`src/design/flf_pkg.sv`:
```
// ----------------------------------------------------------------------------
// flf_pkg
// Shared constants, codes and control structs of the queue/stack store with
// unique keys.
// ----------------------------------------------------------------------------
package flf_pkg;

    localparam int DEPTH = 16;
    localparam int IW    = (DEPTH > 1) ? $clog2(DEPTH) : 1;
    localparam int CW    = $clog2(DEPTH + 1);
    localparam int SW    = CW + 1;
    localparam int KEY_W = 32;
    localparam int OCC_W = 5;
    localparam int REC_W = 2 * KEY_W;

    localparam logic [CW-1:0] CNT_ONE  = CW'(1);
    localparam logic [CW-1:0] CNT_FULL = CW'(DEPTH);

    localparam logic [1:0] MODE_NONE  = 2'd0;
    localparam logic [1:0] MODE_QUEUE = 2'd1;
    localparam logic [1:0] MODE_STACK = 2'd2;

    localparam logic FUNC_INSERT = 1'b0;
    localparam logic FUNC_REMOVE = 1'b1;

    localparam logic [2:0] ST_OK     = 3'd0;
    localparam logic [2:0] ST_DUP    = 3'd1;
    localparam logic [2:0] ST_EMPTY  = 3'd2;
    localparam logic [2:0] ST_NOMODE = 3'd3;
    localparam logic [2:0] ST_FULL   = 3'd4;

    typedef struct packed {
        logic       load;
        logic       scan_clr;
        logic       scan_en;
        logic       pop_rd;
        logic       push_commit;
        logic       pop_commit;
        logic       out_load;
        logic [2:0] status;
    } flf_cmd_t;

    typedef struct packed {
        logic func;
        logic mode_ok;
        logic empty;
        logic full;
        logic scan_done;
        logic dup;
        logic out_free;
    } flf_sts_t;

    // Ring slot k places after head, wrapped at DEPTH.
    function automatic logic [IW-1:0] slot_of(input logic [IW-1:0] head,
                                              input logic [CW-1:0] k);
        logic [SW-1:0] s;
        s = SW'(head) + SW'(k);
        if (s >= SW'(DEPTH)) begin
            s = s - SW'(DEPTH);
        end
        return s[IW-1:0];
    endfunction

endpackage

```
`src/design/fifo_lifo_with_duplicate_check_top.sv`:
```
// ----------------------------------------------------------------------------
// fifo_lifo_with_duplicate_check_top
// Bounded record store that works as a queue or a stack with unique keys.
// ----------------------------------------------------------------------------
// The cfg channel writes the two-bit mode: 1 selects queue order, 2 selects
// stack order, and any other value rejects every transaction. Write it only
// while no transaction is in flight.
// Each input transaction is an insert (s_tuser low) or a remove (s_tuser
// high) and produces exactly one result transaction carrying a status code
// in m_tuser and the removed record plus the occupancy in m_tdata.
// An insert reads every stored identifier from the record RAM, one per
// cycle, to reject duplicates, stepping through the check, scan and
// finish states after capture. A remove steps through check, record read
// and finish, and a transaction rejected for a missing mode or an empty
// store goes from check straight to finish.
// s_tready is high again in the cycle after the result is loaded, even if
// the receiver has not taken it.
// If m_tready stays low, the finished result waits in the output register
// and the next transaction stalls before its commit until the register
// frees. Reset empties the store and clears the mode; stored records need
// no clearing.
// ----------------------------------------------------------------------------
module fifo_lifo_with_duplicate_check_top (
    input  logic        aclk,
    input  logic        aresetn,
    input  logic        cfg_valid,
    output logic        cfg_ready,
    input  logic [1:0]  cfg_data,
    input  logic        s_tvalid,
    output logic        s_tready,
    input  logic [63:0] s_tdata,   // item_id[31:0], plate[63:32]
    input  logic        s_tuser,   // func[0]
    output logic        m_tvalid,
    input  logic        m_tready,
    output logic [71:0] m_tdata,   // out_id[31:0], out_plate[63:32],
                                   // occupancy[68:64], zero[71:69]
    output logic [2:0]  m_tuser    // status[2:0]
);

    flf_pkg::flf_cmd_t cmd;
    flf_pkg::flf_sts_t sts;

    assign cfg_ready = 1'b1;

    flf_ctrl u_ctrl (
        .aclk     (aclk),
        .aresetn  (aresetn),
        .s_tvalid (s_tvalid),
        .s_tready (s_tready),
        .sts      (sts),
        .cmd      (cmd)
    );

    flf_dp u_dp (
        .aclk      (aclk),
        .aresetn   (aresetn),
        .cfg_valid (cfg_valid),
        .cfg_data  (cfg_data),
        .s_tdata   (s_tdata),
        .s_tuser   (s_tuser),
        .m_tready  (m_tready),
        .cmd       (cmd),
        .sts       (sts),
        .m_tvalid  (m_tvalid),
        .m_tdata   (m_tdata),
        .m_tuser   (m_tuser)
    );

`ifndef SYNTHESIS
    a_one_in_flight: assert property (@(posedge aclk) disable iff (!aresetn)
        (s_tvalid && s_tready) |=> !s_tready)
        else $error("Transaction accepted while another one is in flight.");

    a_push_pop_excl: assert property (@(posedge aclk) disable iff (!aresetn)
        !(cmd.push_commit && cmd.pop_commit))
        else $error("Insert and remove committed in the same cycle.");

    a_reject_zero: assert property (@(posedge aclk) disable iff (!aresetn)
        (m_tvalid && (m_tuser != flf_pkg::ST_OK)) |-> (m_tdata[63:0] == 64'd0))
        else $error("Rejected transaction carries a nonzero record.");

    a_occ_bound: assert property (@(posedge aclk) disable iff (!aresetn)
        m_tvalid |-> (m_tdata[68:64] <= 5'(flf_pkg::DEPTH)))
        else $error("Reported occupancy exceeds the store depth.");
`endif

endmodule

```
`src/design/flf_ram.sv`:
```
// ----------------------------------------------------------------------------
// flf_ram
// Generic single-write, single-read RAM with a registered read port.
// ----------------------------------------------------------------------------
module flf_ram #(
    parameter int WIDTH = 64,
    parameter int DEPTH = 16
) (
    input  logic                                        aclk,
    input  logic                                        we,
    input  logic [((DEPTH > 1) ? $clog2(DEPTH) : 1)-1:0] waddr,
    input  logic [WIDTH-1:0]                            wdata,
    input  logic                                        re,
    input  logic [((DEPTH > 1) ? $clog2(DEPTH) : 1)-1:0] raddr,
    output logic [WIDTH-1:0]                            rdata
);

    logic [WIDTH-1:0] mem_reg [DEPTH];
    logic [WIDTH-1:0] rdata_reg;

    always_ff @(posedge aclk) begin
        if (we) begin
            mem_reg[waddr] <= wdata;
        end
        if (re) begin
            rdata_reg <= mem_reg[raddr];
        end
    end

    assign rdata = rdata_reg;

endmodule

```
`src/design/flf_dp.sv`:
```
// ----------------------------------------------------------------------------
// flf_dp
// Datapath: mode register, captured input, ring pointers, record memory,
// identifier scan and the result register.
// ----------------------------------------------------------------------------
module flf_dp (
    input  logic              aclk,
    input  logic              aresetn,
    input  logic              cfg_valid,
    input  logic [1:0]        cfg_data,
    input  logic [63:0]       s_tdata,
    input  logic              s_tuser,
    input  logic              m_tready,
    input  flf_pkg::flf_cmd_t cmd,
    output flf_pkg::flf_sts_t sts,
    output logic              m_tvalid,
    output logic [71:0]       m_tdata,
    output logic [2:0]        m_tuser
);

    logic [1:0]                    mode_reg;
    logic                          func_reg;
    logic [flf_pkg::KEY_W-1:0]     id_reg;
    logic [flf_pkg::KEY_W-1:0]     plate_reg;
    logic [flf_pkg::IW-1:0]        head_reg, head_next;
    logic [flf_pkg::CW-1:0]        count_reg, count_next;
    logic [flf_pkg::CW-1:0]        scan_k_reg;
    logic                          scan_pend_reg;
    logic                          dup_reg;
    logic                          out_valid_reg;
    logic [2:0]                    out_status_reg;
    logic [flf_pkg::KEY_W-1:0]     out_id_reg;
    logic [flf_pkg::KEY_W-1:0]     out_plate_reg;
    logic [flf_pkg::OCC_W-1:0]     out_occ_reg;

    logic                          mode_ok;
    logic                          scan_more;
    logic [flf_pkg::IW-1:0]        pop_slot;
    logic [flf_pkg::IW-1:0]        raddr;
    logic                          re;
    logic [flf_pkg::REC_W-1:0]     rdata;
    logic [flf_pkg::CW+flf_pkg::OCC_W-1:0] occ_ext;

    assign mode_ok   = (mode_reg == flf_pkg::MODE_QUEUE) ||
                       (mode_reg == flf_pkg::MODE_STACK);
    assign scan_more = scan_k_reg < count_reg;
    assign pop_slot  = (mode_reg == flf_pkg::MODE_QUEUE) ? head_reg :
                       flf_pkg::slot_of(head_reg, count_reg - flf_pkg::CNT_ONE);
    assign raddr     = cmd.pop_rd ? pop_slot : flf_pkg::slot_of(head_reg, scan_k_reg);
    assign re        = cmd.pop_rd || (cmd.scan_en && scan_more);

    flf_ram #(
        .WIDTH (flf_pkg::REC_W),
        .DEPTH (flf_pkg::DEPTH)
    ) u_ram (
        .aclk  (aclk),
        .we    (cmd.push_commit),
        .waddr (flf_pkg::slot_of(head_reg, count_reg)),
        .wdata ({plate_reg, id_reg}),
        .re    (re),
        .raddr (raddr),
        .rdata (rdata)
    );

    always_comb begin
        head_next  = head_reg;
        count_next = count_reg;
        if (cmd.push_commit) begin
            count_next = count_reg + flf_pkg::CNT_ONE;
        end else if (cmd.pop_commit) begin
            count_next = count_reg - flf_pkg::CNT_ONE;
            if (mode_reg == flf_pkg::MODE_QUEUE) begin
                head_next = flf_pkg::slot_of(head_reg, flf_pkg::CNT_ONE);
            end
        end
    end

    assign occ_ext = {{flf_pkg::OCC_W{1'b0}}, count_next};

    always_ff @(posedge aclk) begin
        if (!aresetn) begin
            mode_reg      <= flf_pkg::MODE_NONE;
            head_reg      <= '0;
            count_reg     <= '0;
            scan_k_reg    <= '0;
            scan_pend_reg <= 1'b0;
            dup_reg       <= 1'b0;
            out_valid_reg <= 1'b0;
        end else begin
            if (cfg_valid) begin
                mode_reg <= cfg_data;
            end
            head_reg  <= head_next;
            count_reg <= count_next;
            if (cmd.scan_clr) begin
                scan_k_reg    <= '0;
                scan_pend_reg <= 1'b0;
                dup_reg       <= 1'b0;
            end else if (cmd.scan_en) begin
                if (scan_more) begin
                    scan_k_reg <= scan_k_reg + flf_pkg::CNT_ONE;
                end
                scan_pend_reg <= scan_more;
                if (scan_pend_reg && (rdata[flf_pkg::KEY_W-1:0] == id_reg)) begin
                    dup_reg <= 1'b1;
                end
            end
            if (cmd.out_load) begin
                out_valid_reg <= 1'b1;
            end else if (m_tready) begin
                out_valid_reg <= 1'b0;
            end
        end
    end

    always_ff @(posedge aclk) begin
        if (cmd.load) begin
            func_reg  <= s_tuser;
            id_reg    <= s_tdata[flf_pkg::KEY_W-1:0];
            plate_reg <= s_tdata[flf_pkg::REC_W-1:flf_pkg::KEY_W];
        end
        if (cmd.out_load) begin
            out_status_reg <= cmd.status;
            out_occ_reg    <= occ_ext[flf_pkg::OCC_W-1:0];
            if (cmd.pop_commit) begin
                out_id_reg    <= rdata[flf_pkg::KEY_W-1:0];
                out_plate_reg <= rdata[flf_pkg::REC_W-1:flf_pkg::KEY_W];
            end else begin
                out_id_reg    <= '0;
                out_plate_reg <= '0;
            end
        end
    end

    assign sts.func      = func_reg;
    assign sts.mode_ok   = mode_ok;
    assign sts.empty     = (count_reg == '0);
    assign sts.full      = (count_reg >= flf_pkg::CNT_FULL);
    assign sts.scan_done = !scan_pend_reg && !scan_more;
    assign sts.dup       = dup_reg;
    assign sts.out_free  = !out_valid_reg || m_tready;

    assign m_tvalid = out_valid_reg;
    assign m_tuser  = out_status_reg;
    assign m_tdata  = {3'b000, out_occ_reg, out_plate_reg, out_id_reg};

endmodule

```
`src/design/flf_ctrl.sv`:
```
// ----------------------------------------------------------------------------
// flf_ctrl
// Controller: sequences capture, identifier scan, record read and commit of
// one transaction at a time.
// ----------------------------------------------------------------------------
module flf_ctrl (
    input  logic              aclk,
    input  logic              aresetn,
    input  logic              s_tvalid,
    output logic              s_tready,
    input  flf_pkg::flf_sts_t sts,
    output flf_pkg::flf_cmd_t cmd
);

    localparam logic [2:0] S_IDLE   = 3'd0;
    localparam logic [2:0] S_CHECK  = 3'd1;
    localparam logic [2:0] S_SCAN   = 3'd2;
    localparam logic [2:0] S_POPRD  = 3'd3;
    localparam logic [2:0] S_FINISH = 3'd4;

    logic [2:0] state_reg, state_next;
    logic [2:0] status;
    logic       ok;

    always_comb begin
        if (!sts.mode_ok) begin
            status = flf_pkg::ST_NOMODE;
        end else if (sts.func == flf_pkg::FUNC_INSERT) begin
            if (sts.dup) begin
                status = flf_pkg::ST_DUP;
            end else if (sts.full) begin
                status = flf_pkg::ST_FULL;
            end else begin
                status = flf_pkg::ST_OK;
            end
        end else if (sts.empty) begin
            status = flf_pkg::ST_EMPTY;
        end else begin
            status = flf_pkg::ST_OK;
        end
    end

    assign ok = (status == flf_pkg::ST_OK);

    always_comb begin
        state_next = state_reg;
        cmd        = '0;
        cmd.status = status;
        s_tready   = 1'b0;
        case (state_reg)
            S_IDLE: begin
                s_tready = 1'b1;
                if (s_tvalid) begin
                    cmd.load   = 1'b1;
                    state_next = S_CHECK;
                end
            end
            S_CHECK: begin
                cmd.scan_clr = 1'b1;
                if (!sts.mode_ok) begin
                    state_next = S_FINISH;
                end else if (sts.func == flf_pkg::FUNC_INSERT) begin
                    state_next = S_SCAN;
                end else if (sts.empty) begin
                    state_next = S_FINISH;
                end else begin
                    state_next = S_POPRD;
                end
            end
            S_SCAN: begin
                cmd.scan_en = 1'b1;
                if (sts.scan_done) begin
                    state_next = S_FINISH;
                end
            end
            S_POPRD: begin
                cmd.pop_rd = 1'b1;
                state_next = S_FINISH;
            end
            S_FINISH: begin
                if (sts.out_free) begin
                    cmd.out_load    = 1'b1;
                    cmd.push_commit = ok && (sts.func == flf_pkg::FUNC_INSERT);
                    cmd.pop_commit  = ok && (sts.func == flf_pkg::FUNC_REMOVE);
                    state_next      = S_IDLE;
                end
            end
            default: begin
                state_next = S_IDLE;
            end
        endcase
    end

    always_ff @(posedge aclk) begin
        if (!aresetn) begin
            state_reg <= S_IDLE;
        end else begin
            state_reg <= state_next;
        end
    end

endmodule
```
`config.mk`:
```
export PLATFORM = sky130hd
export DESIGN_NAME = fifo_lifo_with_duplicate_check_top
export DESIGN_NICKNAME = d
export VERILOG_FILES = /design/src/design/flf_pkg.sv /design/src/design/fifo_lifo_with_duplicate_check_top.sv /design/src/design/flf_ram.sv /design/src/design/flf_dp.sv /design/src/design/flf_ctrl.sv
export SDC_FILE = /design/constraint.sdc
export NUM_CORES = 1
export LEC_CHECK = 0
export BUFFER_PORTS_ARGS = -buffer_cell sky130_fd_sc_hd__buf_2
export CORE_ASPECT_RATIO = 1.75
export CORE_MARGIN = 4
export CORE_UTILIZATION = 45
export DETAILED_ROUTE_END_ITERATION = 10
export PLACE_DENSITY = 0.61
export SLEW_MARGIN = 15
export SYNTH_ARGS = -nofsm -noshare
export SYNTH_HDL_FRONTEND = slang
export SYNTH_SLANG_ARGS = --single-unit
```
`constraint.sdc`:
```
create_clock -name aclk -period 12.2 [get_ports aclk]
set_input_delay 2.44 -clock aclk [delete_from_list [all_inputs] [get_ports aclk]]
set_output_delay 2.44 -clock aclk [all_outputs]
set_load 0.01 [all_outputs]
```
### Word level (Yosys, flattened, before mapping)

Memories as Yosys holds them, arrays and structs flattened. A register that Yosys moved wholly into a read port is not among the register bits.
Cells that the tools add are included.

* register bits: 159
* bits in writable memories: 1024
* input bits: 72
* word-level logic and storage cells: 98
* memories kept: 1

Memory list
* u_dp.u_ram.mem_reg: words 16, bits a word 64, rd ports 1, clocked after Yosys merged registers in 1, wr ports 1, line flf_ram.sv:18 `logic [WIDTH-1:0] mem_reg [DEPTH];`

* add/subtract/negate cells: 11
* magnitude comparators: 6
* equal/unequal tests: 10
* muxes and demuxes: 32
* bitwise gates (word level): 3
* reduce and logical (&&, ||, !) cells: 20

Operators by type and width (count)
* $mux W3: 12
* $eq A32 B32 Y1: 1
* $mux W4: 6
* $add A4 B5 Y6: 3
* $ge A6 B5 Y1 const B: 3
* $sub A4 B1 Y4 const B: 4
* $pmux W3 S5: 1
* $add A5 B1 Y5 const B: 2
* $ge A5 B5 Y1 const B: 2
* $mux W1: 10
* $mux W5: 2
* $eq A3 B2 Y1 const B: 2
* $logic_not A3 Y1: 2
* $ne A2 B2 Y1 const B: 3
* $reduce_and A3 Y1: 2
* $add A4 B1 Y5 const B: 1
* $logic_and A1 B1 Y1: 5
* $logic_not A5 Y1: 1
* $lt A5 B5 Y1: 1
* $sub A5 B1 Y5 const B: 1
* $reduce_and A2 Y1: 2
* $eq A3 B1 Y1 const B: 1
* $eq A3 B3 Y1 const B: 1
* $logic_not A1 Y1: 3
* other kinds (7): 11

### Depth between registers and ports, before layout

* depth in word-level cells: 11
* gate-level depth with buffers: 12
* depth with buffers taken out: 10

### By module

Synthesis repeated with hierarchy kept, for this count alone.

* cell total of the unflattened synthesis: 2123
* area total of the unflattened synthesis: 46905.0 µm²

Modules (own cells, without submodules)
* flf_ram: times used 1, cells each 1647, area an instance 40223.6 µm²
* flf_dp: times used 1, cells each 437, area an instance 6386.1 µm²
* flf_ctrl: times used 1, cells each 37, area an instance 284.0 µm²
* fifo_lifo_with_duplicate_check_top: times used 1, cells each 2, area an instance 11.3 µm²

### Worst setup path after synthesis

No wires, ideal clock.

* path kind: input-to-reg
* from: in m_tready
* to: mem u_dp.u_ram.mem_reg[1][0], enable pin
* arrival time: 9.442 ns
* data required time: 11.714 ns
* slack: 2.272 ns
* stages on the path: 5
* buffers on the path: 0
* cell sequence: nor2b_1 > nor2_1 > nand2_1 > or3_1 > nor2_1

* word-level cells in the longest chain between the ends: 5

RTL lines
* start, declared: line fifo_lifo_with_duplicate_check_top.sv:34 `input logic m_tready,`
* $logic_or A1 B1 Y1: line flf_dp.sv:141 `assign sts.out_free = !out_valid_reg || m_tready;`
* $mux W3: line flf_ctrl.sv:81 `if (sts.out_free) begin`
* $mux W3: line flf_ctrl.sv:50 `case (state_reg)`
* $mux W1: line flf_ram.sv:22 `if (we) begin`
* $mux W1 (implied by the code): line flf_ram.sv:23 `mem_reg[waddr] <= wdata;`
* end, declared: line flf_ram.sv:18

No other way between the ends.

### Worst setup path after layout

* from: in m_tready
* to: mem u_dp.u_ram.mem_reg[9][50], enable pin

The elaborated chain is that of the path after synthesis.

==> impl_results.md <==
- Total CTS buffers: 110
- Main synth FF type: edfxtp_1
- Met2 Usage GRT: 36.79%
- Sequential area share after synthesis: 77.26%
- Post-Layout Cell Count: 5054
- Setup-failing EPs final: 0
- CTS tree: built
- Routed Antenna Nets: 0
- Worst Path Max Fanout: 39
- DRC viols: 0
- # hold bufs at CTS: 0
- Final hold vios: 0
- Met1 track demand over resource: 25.51%
- Routed wire length: 116.7 mm
- Root Driver: clkbuf_16
- Pwr Total: 8.656 mW
- Post-Route Skew: 0.03759 ns
- Vias per inst: 5.511
- Setup_tns: 0 ns
- Starting density of the core: 45.39%
- Global placement routability congestion: 0.7832
- Fmax: 0.1937 GHz
- Multi-input logic area: 10230 sq um
- Fillcell total: 8828
- Synthesis-stage register bit count: 1247
- Synth warnings: 0
- Commonest non-fill, non-tap cell in the layout: edfxtp_1
- Std cell rows: 158
- Worst EP arrival: 5.48 ns
- Cell Area, Synth: 48180 sq um
- P_leak: 17.96 nW
- Total core area: 106200 sq um
- Critical path class: in2reg
- Avg WL per Cell: 23.10 um
- First-pass DRT Iterations: 6
- Clock Tree Buf Depth: 3
- H-Tree Depth: 3
- Slew margin rel.: 23.69%
- # Max-Cap Violations: 0
- Post-cts sizing count: 0
- Antenna cells: 0
- Clk Latency, worst-skew pair: 0.72 ns
- Boundary Pins: 150
- Asr flop ratio synth: 0%
- P per Cell Area: 160.2 nW/um^2
- GRT Total Usage: 20.41%
- Max-slew violation count: 0
- Post-synth EDFFs: 1225
- CP startpoint kind: input pin
- Die ar.: 112600 sq um
- DP Wirelength: 63.14 mm
- Critical path capture point type: register
- Layout Nets: 3697
- Worst vdd ir: 108.5 uV
- Vias in the first global route: 27.88k
- Antenna violations before repair: 5
- Mean post-synth cell area: 13.82 sq um
- Pin count of the biggest net entering global routing: 222
- Die Wd: 255.4 um
- Layout area overhead: 12.16%
- Clock sink total: 1247
- Met3 Track Usage GR: 2.897%
- Post-Syn Instances: 3486
- Final Cycle Share: 42.32%
- Top Usage Layer GRT: met2
- Most frequent cells in the layout: edfxtp_1, nand2_1, nand3_1
- Share of layout cells above drive strength 1: 10.75%
- Port Buf Inserts: 145
- Die H: 440.9 um
- Placed Instances: 4850
- Remaining Overflow, GRT: 0
- Clock transition at path regs: 0.06 ns
- DRT iter0 DRCs: 2531
- Max reg flops: 1024
- Via count: 27.86k
- Post-CTS Setup Bufs: 0
- Worst-Margin Slew: 1.145 ns
- Count of different cell masters after synthesis: 52
- First-pass GRT wire length: 174.5 mm
- CP Data Required Time: 12.51 ns
- Post-layout minimum cycle time: 5.163 ns
- FF+latch area: 37230 sq um
- RSZ-0062 raised after global routing: false
- Status: finished clean
- Hold crit path type: reg2reg
routing by layer:
metal	wire, um	part of all wire (%)	vias to the layer above
met4	3268	2.8	0
li1	-	-	12832
met1	45740	39	13995
met3	6811	5.8	153
met2	60910	52	875
met5	0	0	-
where the power goes:
| part | switching (mW) | internal (mW) |
|---|---|---|
| clock network | 1.53 | 1.98 |
| registers | 0.121 | 4.82 |
| logic | 0.147 | 0.0665 |
cell families after synthesis:
kind of cell	after synthesis	synth area share, %
simple gates	1842	17.02
flops	1247	77.26
buf+inv	205	1.961
mux	72	1.530
xor+xnor	55	1.039
compound gates	41	0.5531
fa+ha+maj	22	0.6181
other cells	2	0.01559
worst max-delay path, stage by stage:
cell     delay (ns)
buf_2          0.08
nor2b_1        0.12
nor2_4         0.41
nand2_1        0.30
or3_1          0.57
nor2_4         0.81
buf_4          0.70
cell type report:
class	count	share of cell area [%]
clock inverter	72	1.320
clock buffer	131	5.393
multi-input combinational	2036	18.92
inverter	14	0.09725
tap	1360	3.149
sequential	1247	68.89
timing repair buffer	194	2.230
cells in the mapped netlist, drive strengths merged, types with 15 or more instances:
cell	count	area share [%]
nand4	135	1.8
edfxtp	1225	76
a21oi	15	0.16
nand3	523	5.4
buf	127	1.4
xnor2	42	0.80
nand2	1044	8.1
nor2	38	0.30
and2	71	0.92
mux2i	69	1.5
dfxtp	22	0.91
ha	19	0.49
clkbuf	64	0.50
worst paths after layout:
path	from	end	slack, ns	depth (start not counted)
worst max register to register	u_dp.count_reg[0]	u_dp.u_ram.rdata[41]	7.06	11
worst max-delay path	m_tready	u_dp.u_ram.mem_reg[9][50]	7.04	7
worst min-delay path	u_dp.m_tvalid	u_dp.m_tvalid	0.49	2
worst min register to register	u_dp.m_tvalid	u_dp.m_tvalid	0.49	2
through the flow:
step           utilization, %  hold WS [ns]  instance area, sq um  worst slack (ns)
2_1_floorplan               -        0.4604                 48190             2.272
3_3_place_gp            47.40        0.4772                 50320             5.635
3_5_place_dp            47.46        0.4767                 50390             5.587
4_1_cts                 50.88        0.4889                 54010             6.338
5_1_grt                 50.90        0.5312                 54040             6.665
6_report                50.90        0.4880                 54040             7.037
Power figures use the tool's default switching activity.
